==> src/design/etfp_pkg.sv <==
// Package for the escape-time fractal pixel block.
// Holds shared types, register indexes and constants; no dependencies.
package etfp_pkg;

  localparam int unsigned ScreenWidthDef  = 1920;
  localparam int unsigned ScreenHeightDef = 1080;

  localparam logic signed [31:0] CenterRealRst = -32'sd134217728;
  localparam logic signed [31:0] CenterImagRst = 32'sd0;
  localparam logic [30:0]        PixelStepRst  = 31'd559240;
  localparam logic [15:0]        IterLimitRst  = 16'd600;

  // 2.0 in Q.28 and 4.0 in Q.56
  localparam logic signed [33:0] TwoQ28  = 34'sd536870912;
  localparam logic signed [62:0] FourQ56 = 63'sd288230376151711744;
  localparam logic [31:0]        OneQ31  = 32'h8000_0000;

  localparam logic [31:0] RedK   = 32'd2295;
  localparam logic [31:0] GreenK = 32'd3825;
  localparam logic [31:0] BlueK  = 32'd4335;

  localparam logic [5:0] DivSteps  = 6'd47;
  localparam logic [3:0] PolySteps = 4'd10;

  typedef enum logic [1:0] {
    CFG_CENTER_REAL = 2'd0,
    CFG_CENTER_IMAG = 2'd1,
    CFG_PIXEL_STEP  = 2'd2,
    CFG_ITER_LIMIT  = 2'd3
  } cfg_idx_e;

  typedef struct packed {
    logic signed [31:0] center_real;
    logic signed [31:0] center_imag;
    logic [30:0]        pixel_step;
    logic [15:0]        iteration_limit;
  } cfg_t;

  typedef struct packed {
    logic signed [31:0] c_real;
    logic signed [31:0] c_imag;
  } point_t;

  typedef struct packed {
    logic push;
    logic pop;
    logic full;
    logic empty;
  } q_ctrl_t;

  typedef enum logic {
    F_IDLE = 1'b0,
    F_PUSH = 1'b1
  } front_state_e;

  typedef enum logic [2:0] {
    B_IDLE = 3'd0,
    B_MUL  = 3'd1,
    B_UPD  = 3'd2,
    B_DIV  = 3'd3,
    B_POLY = 3'd4,
    B_OUT  = 3'd5
  } back_state_e;

endpackage

==> src/design/etfp_front.sv <==
// Front end: accepts a pixel and maps it to a saturated point of the plane.
// Depends on etfp_pkg; feeds etfp_queue.
module etfp_front import etfp_pkg::*; #(
  parameter int unsigned ScreenWidth  = ScreenWidthDef,
  parameter int unsigned ScreenHeight = ScreenHeightDef
) (
  input  logic        clk_i,
  input  logic        rst_ni,
  input  logic        start_i,
  input  logic [10:0] pixel_col_i,
  input  logic [10:0] pixel_row_i,
  input  cfg_t        cfg_i,
  input  logic        q_full_i,
  output logic        busy_o,
  output logic        push_o,
  output point_t      point_o
);

  front_state_e state_q, state_d;
  logic signed [45:0] prod_x_q, prod_x_d, prod_y_q, prod_y_d;
  logic signed [13:0] dx, dy;
  logic signed [45:0] step_s;
  logic signed [45:0] half_x, half_y;
  logic signed [46:0] sum_x, sum_y;

  assign step_s   = 46'($signed({1'b0, cfg_i.pixel_step}));
  assign dx       = 14'({pixel_col_i, 1'b0}) - 14'(ScreenWidth);
  assign dy       = 14'({pixel_row_i, 1'b0}) - 14'(ScreenHeight);
  assign prod_x_d = 46'(dx) * step_s;
  assign prod_y_d = 46'(dy) * step_s;

  // halve toward zero
  assign half_x = (prod_x_q + $signed({45'd0, prod_x_q[45]})) >>> 1;
  assign half_y = (prod_y_q + $signed({45'd0, prod_y_q[45]})) >>> 1;
  assign sum_x  = 47'(cfg_i.center_real) + 47'(half_x);
  assign sum_y  = 47'(cfg_i.center_imag) - 47'(half_y);

  function automatic logic signed [31:0] sat32(input logic signed [46:0] v);
    if (v > 47'sd2147483647) begin
      return 32'sh7fff_ffff;
    end else if (v < -47'sd2147483648) begin
      return 32'sh8000_0000;
    end
    return v[31:0];
  endfunction

  assign point_o.c_real = sat32(sum_x);
  assign point_o.c_imag = sat32(sum_y);
  assign busy_o         = (state_q == F_PUSH);

  always_comb begin
    state_d = state_q;
    push_o  = 1'b0;
    case (state_q)
      F_IDLE: begin
        if (start_i) begin
          state_d = F_PUSH;
        end
      end
      F_PUSH: begin
        // hold until the queue has room
        if (!q_full_i) begin
          push_o  = 1'b1;
          state_d = F_IDLE;
        end
      end
      default: state_d = F_IDLE;
    endcase
  end

  always_ff @(posedge clk_i or negedge rst_ni) begin
    if (!rst_ni) begin
      state_q <= F_IDLE;
    end else begin
      state_q <= state_d;
    end
  end

  always_ff @(posedge clk_i) begin
    if (state_q == F_IDLE && start_i) begin
      prod_x_q <= prod_x_d;
      prod_y_q <= prod_y_d;
    end
  end

endmodule

==> config.mk <==
export PLATFORM = sky130hd
export DESIGN_NAME = etfp_front
export DESIGN_NICKNAME = d
export VERILOG_FILES = /design/src/design/etfp_pkg.sv /design/src/design/etfp_front.sv
export SDC_FILE = /design/constraint.sdc
export NUM_CORES = 2
export LEC_CHECK = 0
export BUFFER_PORTS_ARGS = -buffer_cell sky130_fd_sc_hd__buf_4
export CAP_MARGIN = 10
export CORE_MARGIN = 2
export CORE_UTILIZATION = 55
export CTS_BUF_LIST = sky130_fd_sc_hd__clkbuf_2 sky130_fd_sc_hd__clkbuf_4 sky130_fd_sc_hd__clkbuf_8
export DETAILED_ROUTE_END_ITERATION = 6
export GPL_ROUTABILITY_DRIVEN = 0
export HOLD_SLACK_MARGIN = 0.06
export PLACE_DENSITY_LB_ADDON = 0.1
export SKIP_LAST_GASP = 1
export SLEW_MARGIN = 10
export SYNTH_ARGS = -nofsm -noshare
export SYNTH_HDL_FRONTEND = slang
export SYNTH_SLANG_ARGS = --single-unit
==> constraint.sdc <==
create_clock -name clk_i -period 4.8 [get_ports clk_i]
set_clock_uncertainty 0.15 [all_clocks]
set_input_delay 0 -clock clk_i [delete_from_list [all_inputs] [get_ports clk_i]]
set_output_delay 0 -clock clk_i [all_outputs]
set_load 0.03 [all_outputs]
==> flow_summary_export.csv <==
group,metric,value,unit
place,dp_hpwl,66700,um
run,max_cap_viol_count,0,
floorplan,die_area,62800,um2
synth,ys.flop_type,"edfxtp_1",
layout,syn_to_final_growth,23.9,%
drt,routed_wl,81400,um
timing,rsz0062_at_grt,"yes",
clock_network,cts_max_path_buffers,2,
clock_network,tritoncts,"done",
timing,hold_ws,0.131,ns
synth,post_synthesis_area_per_instance,8.84,um2
place,io_buffer_count,186,
layout,fin_area,41400,um2
timing,number_of_slew_limit_violations_in_the_final_report,0,
global_routing,antenna_found_initial,2,
synth,synth_fp_nets,4895,
setup_path,start_kind,"input pin",
synth,synth.cell_area,33400,um2
timing,final_hold_viols,0,
drt,detail_route.wl_per_cell,16.1,um
synth,post_synth_inst_count,3782,
floorplan,die_y,251,um
floorplan,fp-row-count,90,
hold_path,worstHoldPathType,"in -> reg",
clock_network,path_clk_slew,0.09,ns
timing,setup-violations-final,93,
synth,share_of_synthesized_registers_carrying_an_async_set_or_reset,0.0112,
synth,count_of_flip_flops_with_a_built_in_enable_after_synthesis,88,
run_status,failing_checks,"negative setup slack",
timing,slew-limit-headroom,0.585,
setup_path,worst_ep_arrival_time,7.02,ns
clock_network,cts_max_level,3,
floorplan,fp.dieW,251,um
clock_network,clock_sink_count,89,
timing,setup_slack,-2.18,ns
timing,final.min_clock_period,6.98,ns
clock_network,clk-insertion-delay-late,0.44,ns
global_routing,first_global_vias,27900,
synth,synth.yosys.warnings,0,
drt,num_vias,27200,
clock_network,cts_root_buffer,"clkbuf_8",
floorplan,placeableCoreArea,60200,um2
drt,count_of_routing_violations_after_the_opening_detailed_route_iteration,1503,
setup_path,cpMaxStageDelayCell,"or4b_4",
drt,drt_pre_antenna_iters,6,
setup_path,worst-path-max-fanout,4,
global_routing,grt_max_degree,46,
place,placement.cell_area,38900,um2
global_routing,track_usage,0.264,
synth,yosysSeqAreaShare,0.0798,
setup_path,required,4.84,ns
timing,max_freq,0.143,GHz
timing,worst-slew-pin-transition,0.622,ns
global_routing,globalRoute.totalOverflow,0,
setup_path,cpMostUsedCell,"fa_1",
synth,post_synth_num_cell_types,101,
layout,num-nets-final,5395,
floorplan,num_io_pins,203,
drt,postRouteAntennaNets,0,
drt,route.detailed.drc,0,
global_routing,wire_length_of_the_first_global_routing_pass,135000,um
timing,part_of_the_cycle_the_worst_path_needs,1.45,
layout,final_layout_size_suffix_gt1_frac,0.234,
clock_network,tritoncts.num_buffers,9,
run_status,run_status,"finished, violations left",
drt,per_cell_via_count_in_the_routed_design,5.37,
setup_path,critPathMaxStageDelay,0.54,ns
setup_path,crit_type,"in -> reg",
floorplan,starting_density_of_the_core,0.555,
synth,yosys_register_bits,89,
setup_path,crit_end_category,"register",
-- Yosys cell counts (all sizes together) (26+ instances only) --
cell / count / area [um2]
nand2b: 49 / 307
o21ai: 112 / 684
nor2: 125 / 469
xnor2: 93 / 815
o21a: 26 / 195
and2: 214 / 1340
xor2: 58 / 508
clkbuf: 148 / 557
nor2b: 49 / 309
fa: 584 / 11700
a21o: 123 / 925
ha: 392 / 4900
a21oi: 148 / 748
o211ai: 26 / 215
nand2: 508 / 1910
buf: 30 / 191
inv: 689 / 2590
edfxtp: 88 / 2640
nand3: 38 / 190
-- worst max-delay path, delay by kind of cell --
kind | cells | cell delay, ns
buffers and inverters | 5 | 0.45
AOI/OAI and AO/OA | 8 | 1.77
and+or+nand+nor | 5 | 1.08
adders and majority gates | 8 | 3.29
xor gates and xnor gates | 2 | 0.39
-- through the flow --
stage | setup TNS [ns] | instances | worst slack, ns | utilization
floorplan | -56.89 | 3782 | -2.14 | -
global placement | -97.82 | 4977 | -2.66 | 0.646
detailed placement | -100.27 | 4977 | -2.69 | 0.646
CTS | -68.45 | 5037 | -2.16 | 0.669
global route | -89.11 | 5070 | -2.46 | 0.688
finish | -70.44 | 5070 | -2.18 | 0.688
-- logic make-up (layout without fill, tap and decap cells) --
| logic type | after synthesis | in the layout | share of synthesized area |
|---|---|---|---|
| AO/OA/AOI/OAI | 576 | 576 | 0.121 |
| XOR/XNOR | 151 | 151 | 0.0395 |
| other | 0 | 1 | 0 |
| buffers and inverters | 867 | 1372 | 0.0997 |
| flip-flops | 89 | 89 | 0.0798 |
| AND/OR/NAND/NOR | 1118 | 1118 | 0.162 |
| adder cells (fa/ha/maj) | 976 | 976 | 0.496 |
| multiplexers | 5 | 5 | 0.00157 |
-- placed cells by master, fill, tap and decap left out, types with 24 or more instances in the layout --
| master | Yosys | layout |
|---|---|---|
| inv_1 | 689 | 673 |
| fa_1 | 584 | 560 |
| buf_4 | 2 | 536 |
| nand2_1 | 507 | 492 |
| ha_1 | 392 | 342 |
| and2_1 | 214 | 203 |
| a21o_1 | 122 | 122 |
| nor2_1 | 125 | 120 |
| a21oi_1 | 146 | 115 |
| buf_6 | 6 | 95 |
| edfxtp_1 | 88 | 88 |
| xnor2_1 | 93 | 79 |
| o21ai_0 | 75 | 60 |
| xor2_1 | 58 | 49 |
| nand2b_1 | 49 | 48 |
| ha_4 | 0 | 44 |
| nor2b_1 | 48 | 43 |
| nand3_1 | 38 | 32 |
| a21oi_2 | 2 | 29 |
| o21a_1 | 26 | 25 |
| o21ai_4 | 1 | 24 |
| fa_2 | 0 | 24 |
-- metal layers --
metal / track usage / share of wire / vias to the layer above
met2: 0.457 / 0.50 / 551
met3: 0.0254 / 0.043 / 84
met5: 0 / 0.00020 / -
met1: 0.361 / 0.44 / 13600
li1: - / - / 13000
met4: 0.0532 / 0.018 / 2
-- cell type report --
type	instances	area, um2
diodes	1	2.50
clock buffers	12	146
clock inverters	4	67.6
fillers	4903	18800
inverters	689	2590
multi-input cells	2826	29300
flip-flops and latches	89	2670
well taps	782	978
repair buffers	667	5730
-- registers in the layout (all words and copies together) (netlist names) --
register / cells
prod_y_q: 44
busy_o: 1
prod_x_q: 44
-- final timing paths --
check	cells past startpoint	slack, ns	end	from
min reg2reg	1	0.44	busy_o$_DFF_PN0_	busy_o$_DFF_PN0_
min	4	0.13	prod_x_q[2]$_DFFE_PP_	pixel_col_i[0]
max in group asynchronous	3	4.15	busy_o$_DFF_PN0_	rst_ni
min in group asynchronous	3	0.24	busy_o$_DFF_PN0_	rst_ni
max	28	-2.18	prod_y_q[41]$_DFFE_PP_	pixel_row_i[2]
max reg2reg	3	2.59	prod_x_q[43]$_DFFE_PP_	busy_o$_DFF_PN0_
-- repair_timing --
item                       CTS  global route
hold endpoints to repair     6             0
hold buffers                 8             0
pin swaps                   60           107
setup endpoints to repair  126           127
resized for setup          154           180
gates cloned                 5             5
buffers inserted            36            39
Power is not shown: default switching activity piles up to over one toggle a cycle in this logic, so the estimate is an artifact.
