[config.mk]
export PLATFORM = sky130hd
export DESIGN_NAME = etfp_queue
export DESIGN_NICKNAME = d
export VERILOG_FILES = /design/src/design/etfp_pkg.sv /design/src/design/etfp_queue.sv
export SDC_FILE = /design/constraint.sdc
export NUM_CORES = 1
export LEC_CHECK = 0
export ABC_AREA = 1
export BUFFER_PORTS_ARGS = -buffer_cell sky130_fd_sc_hd__buf_2
export CAP_MARGIN = 0
export CORE_MARGIN = 4
export CORE_UTILIZATION = 35
export CTS_CLUSTER_DIAMETER = 200
export DETAILED_ROUTE_END_ITERATION = 6
export GPL_TIMING_DRIVEN = 0
export PLACE_DENSITY = 0.56
export SETUP_SLACK_MARGIN = 0.4
export SLEW_MARGIN = 30
export SYNTH_ARGS = -nofsm -noshare
export SYNTH_HDL_FRONTEND = slang
export SYNTH_SLANG_ARGS = --single-unit
[constraint.sdc]
create_clock -name clk_i -period 4.11 [get_ports clk_i]
set_input_delay 0.2055 -clock clk_i [delete_from_list [all_inputs] [get_ports clk_i]]
set_output_delay 0.2055 -clock clk_i [all_outputs]
set_load 0.02 [all_outputs]
[src/design/etfp_pkg.sv]
// Package for the escape-time fractal pixel block.
// Holds shared types, register indexes and constants; no dependencies.
package etfp_pkg;

  localparam int unsigned ScreenWidthDef  = 1920;
  localparam int unsigned ScreenHeightDef = 1080;

  localparam logic signed [31:0] CenterRealRst = -32'sd134217728;
  localparam logic signed [31:0] CenterImagRst = 32'sd0;
  localparam logic [30:0]        PixelStepRst  = 31'd559240;
  localparam logic [15:0]        IterLimitRst  = 16'd600;

  // 2.0 in Q.28 and 4.0 in Q.56
  localparam logic signed [33:0] TwoQ28  = 34'sd536870912;
  localparam logic signed [62:0] FourQ56 = 63'sd288230376151711744;
  localparam logic [31:0]        OneQ31  = 32'h8000_0000;

  localparam logic [31:0] RedK   = 32'd2295;
  localparam logic [31:0] GreenK = 32'd3825;
  localparam logic [31:0] BlueK  = 32'd4335;

  localparam logic [5:0] DivSteps  = 6'd47;
  localparam logic [3:0] PolySteps = 4'd10;

  typedef enum logic [1:0] {
    CFG_CENTER_REAL = 2'd0,
    CFG_CENTER_IMAG = 2'd1,
    CFG_PIXEL_STEP  = 2'd2,
    CFG_ITER_LIMIT  = 2'd3
  } cfg_idx_e;

  typedef struct packed {
    logic signed [31:0] center_real;
    logic signed [31:0] center_imag;
    logic [30:0]        pixel_step;
    logic [15:0]        iteration_limit;
  } cfg_t;

  typedef struct packed {
    logic signed [31:0] c_real;
    logic signed [31:0] c_imag;
  } point_t;

  typedef struct packed {
    logic push;
    logic pop;
    logic full;
    logic empty;
  } q_ctrl_t;

  typedef enum logic {
    F_IDLE = 1'b0,
    F_PUSH = 1'b1
  } front_state_e;

  typedef enum logic [2:0] {
    B_IDLE = 3'd0,
    B_MUL  = 3'd1,
    B_UPD  = 3'd2,
    B_DIV  = 3'd3,
    B_POLY = 3'd4,
    B_OUT  = 3'd5
  } back_state_e;

endpackage

[src/design/etfp_queue.sv]
// Two-entry queue of mapped points between front and back end.
// Depends on etfp_pkg.
module etfp_queue import etfp_pkg::*; (
  input  logic    clk_i,
  input  logic    rst_ni,
  input  logic    push_i,
  input  logic    pop_i,
  input  point_t  data_i,
  output point_t  data_o,
  output q_ctrl_t ctrl_o
);

  point_t     mem_q [2];
  logic       wr_ptr_q, rd_ptr_q;
  logic [1:0] cnt_q;

  assign ctrl_o.full  = (cnt_q == 2'd2);
  assign ctrl_o.empty = (cnt_q == 2'd0);
  assign ctrl_o.push  = push_i;
  assign ctrl_o.pop   = pop_i;
  assign data_o       = mem_q[rd_ptr_q];

  always_ff @(posedge clk_i or negedge rst_ni) begin
    if (!rst_ni) begin
      wr_ptr_q <= 1'b0;
      rd_ptr_q <= 1'b0;
      cnt_q    <= 2'd0;
    end else begin
      if (push_i) begin
        wr_ptr_q <= ~wr_ptr_q;
      end
      if (pop_i) begin
        rd_ptr_q <= ~rd_ptr_q;
      end
      cnt_q <= cnt_q + 2'(push_i) - 2'(pop_i);
    end
  end

  always_ff @(posedge clk_i) begin
    if (push_i) begin
      mem_q[wr_ptr_q] <= data_i;
    end
  end

endmodule

==> flow_metrics.py, run 1 <==
metrics = {
    "routing": {
        "via_per_inst": 4.28,
        "wl_per_cell_um": 13.4,
        "top_layer": "met4",
        "drt_iter0_markers": 145,
        "drt_pass1_iterations": 4,
        "routed-wl-met3_um": 654,
        "wl_met1_um": 4460,
        "via_count": 3322,
        "antenna_left": 0,
        "drt_wl_total_um": 10400,
        "wl_met2_um": 5170,
        "drcViolationCount": 0,
    },
    "clocking": {
        "cts_tree": "yes",
        "numCtsBuffers": 17,
        "cts.sink_count": 132,
        "cts_root_buffer": "clkbuf_16",
        "clk_pin_slew_ps": 60,
        "post_cts_resized": 0,
        "cts_setup_buffers": 0,
        "cts.path.max_buffers": 2,
        "worstSkewPairLatency_ps": 410,
        "cts_max_level": 4,
    },
    "global_route": {
        "grt_first_pass_wirelength_um": 16400,
        "grt_max_degree": 34,
        "antenna_found_initial": 0,
        "grt-ovfl-total": 0,
        "grt_pass1_vias": 3422,
        "grt_usage_pct": 13.2,
    },
    "critical_path": {
        "crit_chain": "buf_6 -> buf_6 -> o21ai_0 -> buf_2",
        "path_buf_inv": 3,
        "path_common_cell": "buf_6",
        "critPathMaxFanout": 10,
        "worstSetupPathType": "flop to output port",
        "start_kind": "flop",
        "regToRegSetupSlack_ps": 2530,
        "slowest_delay_ps": 390,
        "critical_path_arrival_ps": 1630,
        "end_kind": "output port",
        "required_ps": 3900,
        "critical-path-top-delay-family": "buffers and inverters",
        "slowest_stage": "dfrtp_1",
    },
    "final_layout": {
        "nFillCells": 1202,
        "fin_util_pct": 52.4,
        "finish.instance_area_um2": 7300,
        "final_cells": 777,
        "final_common_cell": "buf_2",
        "nets": 655,
        "drive_above_1_share_pct": 30.7,
        "layout_common_cells": "buf_2, edfxtp_1, inv_1, nand2_1, dlygate4sd3_1",
        "n_antenna_cell": 0,
        "area_delta_synth_final_pct": 45.8,
    },
    "power": {
        "pwr-share-clk_pct": 30.6,
        "swShare_pct": 33.3,
        "powerDensity_nw_per_um2": 708,
        "p_comb_share_pct": 33.5,
        "p_seq_share_pct": 35.9,
        "ir_drop_mv": 0.324,
        "p_leak_nw": 3.16,
        "power.internal_w": 0.00345,
        "p_sw_w": 0.00172,
    },
    "timing": {
        "fin_setup_tns_ps": 0,
        "maxSlewViolCount": 0,
        "rsz0062_at_grt": "no",
        "layout_setup_ws_ps": 2270,
        "clock.fmax_mhz": 545,
        "final.setup_skew_ps": 12.8,
        "slew_headroom_pct": 66.3,
        "hold_violations": 0,
        "final.period_utilization_pct": 44.7,
        "period_needed_ps": 1840,
        "worstMarginPinSlew_ps": 505,
        "setup_viol": 0,
    },
    "floorplan": {
        "start_util_pct": 36.0,
        "pin_count": 136,
        "rows": 43,
        "die_w_um": 128,
        "die_h_um": 128,
        "die-area_um2": 16300,
        "core-area_um2": 13900,
    },
    "yosys": {
        "mappedNetlistNets": 431,
        "seq_area_frac_synth_pct": 78.7,
        "synth_area_per_cell_um2": 13.9,
        "yosysWarningCount": 0,
        "synthesis.area_um2": 5010,
        "ys_ff_latch": 132,
        "netlist_instances": 361,
        "post_synth_num_cell_types": 13,
    },
    "placed_design": {
        "place.gp.congestion": 0.738,
        "place_area_um2": 6020,
        "dp_cells": 680,
        "dp_hpwl_um": 6660,
        "port_buffers": 135,
        "place_ws_ps": 2510,
    },
    "run_status": {
        "status": "finished clean",
    },
    "flow_run": {
        "drv_cap": 0,
    },
    "worst_hold_path": {
        "hold_path_class": "input pin to flop",
    },
}
==> cells in the mapped netlist, drive strengths merged <==
cell / count / area share [%]
ha: 2 / 0.50
nand3: 1 / 0.10
inv: 71 / 5.3
nand2: 70 / 5.2
dfrtp: 4 / 2.0
o21ai: 64 / 6.4
buf: 15 / 3.1
xor2: 2 / 0.35
nor2: 3 / 0.22
clkbuf: 1 / 0.075
edfxtp: 128 / 77
==> registers in the layout, summed over array words and instances, names as in the netlist <==
name	cells
wr_ptr_q	1
mem_q	128
rd_ptr_q	1
cnt_q	2
==> final cells by class <==
type                            instances  area, um^2  area share (%)
Tap cell                              180         225            3.08
Multi-Input combinational cell        142         649            8.89
Inverter                               71         269            3.68
Sequential cell                       132        3940            54.0
Clock inverter                         12         186            2.55
Clock buffer                           19         433            5.93
Buffer                                 16         158            2.16
Timing Repair Buffer                  205        1440            19.7
==> power by group through the flow <==
| stage | Sequential [W] | Combinational, W | Clock, W |
|---|---|---|---|
| floorplan | 0.00189 | 0.00106 | 0 |
| global placement | 0.00191 | 0.00164 | 0 |
| detailed placement | 0.00188 | 0.00172 | 0 |
| CTS | 0.00186 | 0.00177 | 0.00162 |
| global route | 0.00188 | 0.00190 | 0.00168 |
| finish | 0.00185 | 0.00173 | 0.00158 |
==> through the flow <==
| step | hold slack (ps) | power [W] |
|---|---|---|
| floorplan | -90.1 | 0.00295 |
| global placement | 15.8 | 0.00355 |
| detailed placement | 21.2 | 0.00360 |
| CTS | 30.2 | 0.00525 |
| global route | 52.1 | 0.00545 |
| finish | 54.1 | 0.00517 |
==> routing by layer <==
metal,vias up,track usage [%]
met3,17,4.93
met2,104,22.3
met4,0,5.12
met5,-,0
met1,1535,15.2
li1,1666,-
==> final timing paths <==
| kind | depth (start not counted) | start | end |
|---|---|---|---|
| setup / recovery | 4 | rd_ptr_q | data_o[33] |
| hold / removal | 2 | push_i | wr_ptr_q |
| setup reg to reg | 3 | wr_ptr_q | mem_q[0][38] |
| hold reg to reg | 1 | wr_ptr_q | wr_ptr_q |
| max in group asynchronous | 2 | rst_ni | cnt_q[1] |
| min in group asynchronous | 2 | rst_ni | wr_ptr_q |
==> repair_timing <==
| action | CTS | global route |
|---|---|---|
| setup endpoints to repair | 0 | 0 |
| hold buffers | 66 | 0 |
| hold endpoints to repair | 133 | 0 |
==> cells by family (layout without fill, tap and decap cells) <==
| kind of cell | count (synthesis) | count (layout) | synth area share [%] |
|---|---|---|---|
| adder cells (fa/ha/maj) | 2 | 2 | 0.499 |
| AO/OA/AOI/OAI | 64 | 64 | 6.39 |
| flip-flops | 132 | 132 | 78.7 |
| buffers and inverters | 87 | 323 | 8.47 |
| AND/OR/NAND/NOR | 74 | 74 | 5.57 |
| XOR/XNOR | 2 | 2 | 0.350 |
(Power assumes the default switching activity.)
==> run 2, diff against run 1 <==
- clock period: 4.11 -> 1.91 ns (I/O delays scaled with it)
==> run 2 against run 1 <==
Net effect: worst hold slack worse by 24 ps; count of clock-buffer cells in the layout up 3; sequential power up 120%; global-route usage up 0.79 points; non-clock buffer count up 6; clock skew down 7.3 ps; combinational power rose to 3.0 times the previous value; die area unchanged; sequential cell count unchanged; largest power group is now combinational logic.
==> flow_metrics.py, run 2 (same netlist as run 1, synthesis figures left out) <==
metrics = {
    "run_status": {
        "status": "finished clean",
    },
    "global_route": {
        "grt_pass1_vias": 3540,
        "antenna_found_initial": 0,
        "grt-ovfl-total": 0,
        "grt_first_pass_wirelength_um": 17300,
        "grt_max_degree": 25,
        "grt_usage_pct": 14.0,
    },
    "timing": {
        "hold_violations": 0,
        "worstMarginPinSlew_ps": 249,
        "slew_headroom_pct": 83.4,
        "final.period_utilization_pct": 85.3,
        "period_needed_ps": 1630,
        "rsz0062_at_grt": "yes",
        "clock.fmax_mhz": 614,
        "fin_setup_tns_ps": 0,
        "final.setup_skew_ps": 5.50,
        "setup_viol": 0,
        "maxSlewViolCount": 0,
    },
    "critical_path": {
        "r2r_start": "wr_ptr_q",
        "startpoint": "rd_ptr_q",
        "regToRegSetupSlack_ps": 590,
        "required_ps": 1810,
        "critical_path_arrival_ps": 1530,
        "start_kind": "flop",
        "worstRegToRegCells": 4,
        "worstReg2RegEnd": "mem_q[1][36]",
        "worstSetupPathType": "flop to output port",
        "critical_path.endpoint": "data_o[48]",
        "critPathMaxFanout": 10,
        "end_kind": "output port",
    },
    "final_layout": {
        "nets": 661,
        "layout_common_cells": "edfxtp_1, buf_2, inv_1",
        "area_delta_synth_final_pct": 57.3,
        "final_common_cell": "edfxtp_1",
        "finish.instance_area_um2": 7880,
        "reg.largest.list": "mem_q (128), cnt_q (2)",
        "nFillCells": 1126,
        "largest_reg_flops": 128,
        "regArea_um2": 3950,
        "largest-register": "mem_q",
        "multi_input_area_um2": 892,
        "n_antenna_cell": 0,
        "fin_util_pct": 56.6,
        "drive_above_1_share_pct": 37.0,
    },
    "power": {
        "pwr-share-clk_pct": 25.1,
        "swShare_pct": 33.6,
        "ir_drop_mv": 1.09,
        "p_sw_w": 0.00412,
        "powerDensity_nw_per_um2": 1560,
        "power.internal_w": 0.00814,
        "p_comb_share_pct": 42.2,
        "p_leak_nw": 3.32,
        "p_seq_share_pct": 32.8,
    },
    "floorplan": {
        "core-area_um2": 13900,
        "start_util_pct": 36.0,
        "die_h_um": 128,
        "rows": 43,
        "pin_count": 136,
        "die_w_um": 128,
        "die-area_um2": 16300,
    },
    "clocking": {
        "cts_max_level": 4,
        "numCtsBuffers": 17,
        "cts_root_buffer": "clkbuf_16",
        "cts.sink_count": 132,
        "clk_pin_slew_ps": 50,
        "worstSkewPairLatency_ps": 410,
        "cts.path.max_buffers": 2,
        "cts_tree": "yes",
    },
    "routing": {
        "antenna_left": 0,
        "drt_iter0_markers": 175,
        "via_count": 3420,
        "wl_per_cell_um": 14.3,
        "drt_pass1_iterations": 4,
        "drcViolationCount": 0,
        "drt_wl_total_um": 11200,
        "via_per_inst": 4.37,
    },
    "placed_design": {
        "place_area_um2": 6050,
        "place.gp.congestion": 0.714,
        "port_buffers": 135,
        "dp_hpwl_um": 6950,
    },
    "flow_run": {
        "drv_cap": 0,
    },
    "worst_hold_path": {
        "hold_path_class": "input pin to async pin",
    },
}
run 2: cell count changes in the layout (fill, tap and decap cells not counted), moves of 6 or more:
cell	previous run	this run
o21ai_0	48	7
buf_4	4	32
o21ai_4	0	13
buf_2	135	79
o21ai_2	0	25
buf_12	1	7
buf_6	11	35
run 2: layout make-up:
class / count / share of cell area (%)
inverter: 71 / 3.43
timing repair buffer: 211 / 22.6
tap: 180 / 2.86
sequential: 132 / 50.1
clock inverter: 8 / 1.40
multi-input combinational: 142 / 11.3
clock buffer: 22 / 5.64
buffer: 16 / 2.70
run 2: critical path, stage by stage, from the launching register on:
cell,delay (ps)
dfrtp_2,460
clkbuf_16,190
buf_12,160
o21ai_1,150
buf_4,160
run 2: power groups by stage:
stage               clock network, W  registers, W  logic, W
finish                       0.00307       0.00402   0.00517
global route                 0.00329       0.00407   0.00557
CTS                          0.00316       0.00400   0.00404
detailed placement                 0       0.00406   0.00374
global placement                   0       0.00407   0.00354
floorplan                          0       0.00404   0.00230
run 2: repair_timing:
action / in CTS / in global routing
gates cloned: 0 / 1
hold buffers: 67 / 0
setup endpoints to repair: 133 / 64
resized for setup: 26 / 168
buffers inserted: 3 / 0
hold endpoints to repair: 135 / 0
pin swaps: 1 / 0
run 2: worst min path at each step:
stage / from / to / cells after the start
after floorplan: rst_ni / cnt_q[0] / 0
after global placement: rst_ni / wr_ptr_q / 1
after detailed placement: rst_ni / cnt_q[0] / 1
after CTS: rst_ni / cnt_q[0] / 2
after global routing: rst_ni / cnt_q[1] / 2
final: rst_ni / cnt_q[0] / 2
run 2: per-layer routing:
metal	track usage (%)	wire [um]	share of wire (%)	vias to the layer above
met5	0	0	0	-
met4	6.49	252	2.3	0
met3	4.68	653	5.8	24
met2	23.3	5600	50	104
met1	16.3	4690	42	1611
li1	-	-	-	1681
run 2: metrics by stage:
| stage | std cells | hold WS (ps) | setup slack (ps) | power, W |
|---|---|---|---|---|
| global route | 782 | 17.8 | 195 | 0.0129 |
| global placement | 676 | -92.6 | -561 | 0.00761 |
| detailed placement | 681 | -93.4 | 155 | 0.00780 |
| floorplan | 361 | -200 | 105 | 0.00633 |
| finish | 782 | 30.4 | 282 | 0.0123 |
| CTS | 781 | 14.7 | 268 | 0.0112 |
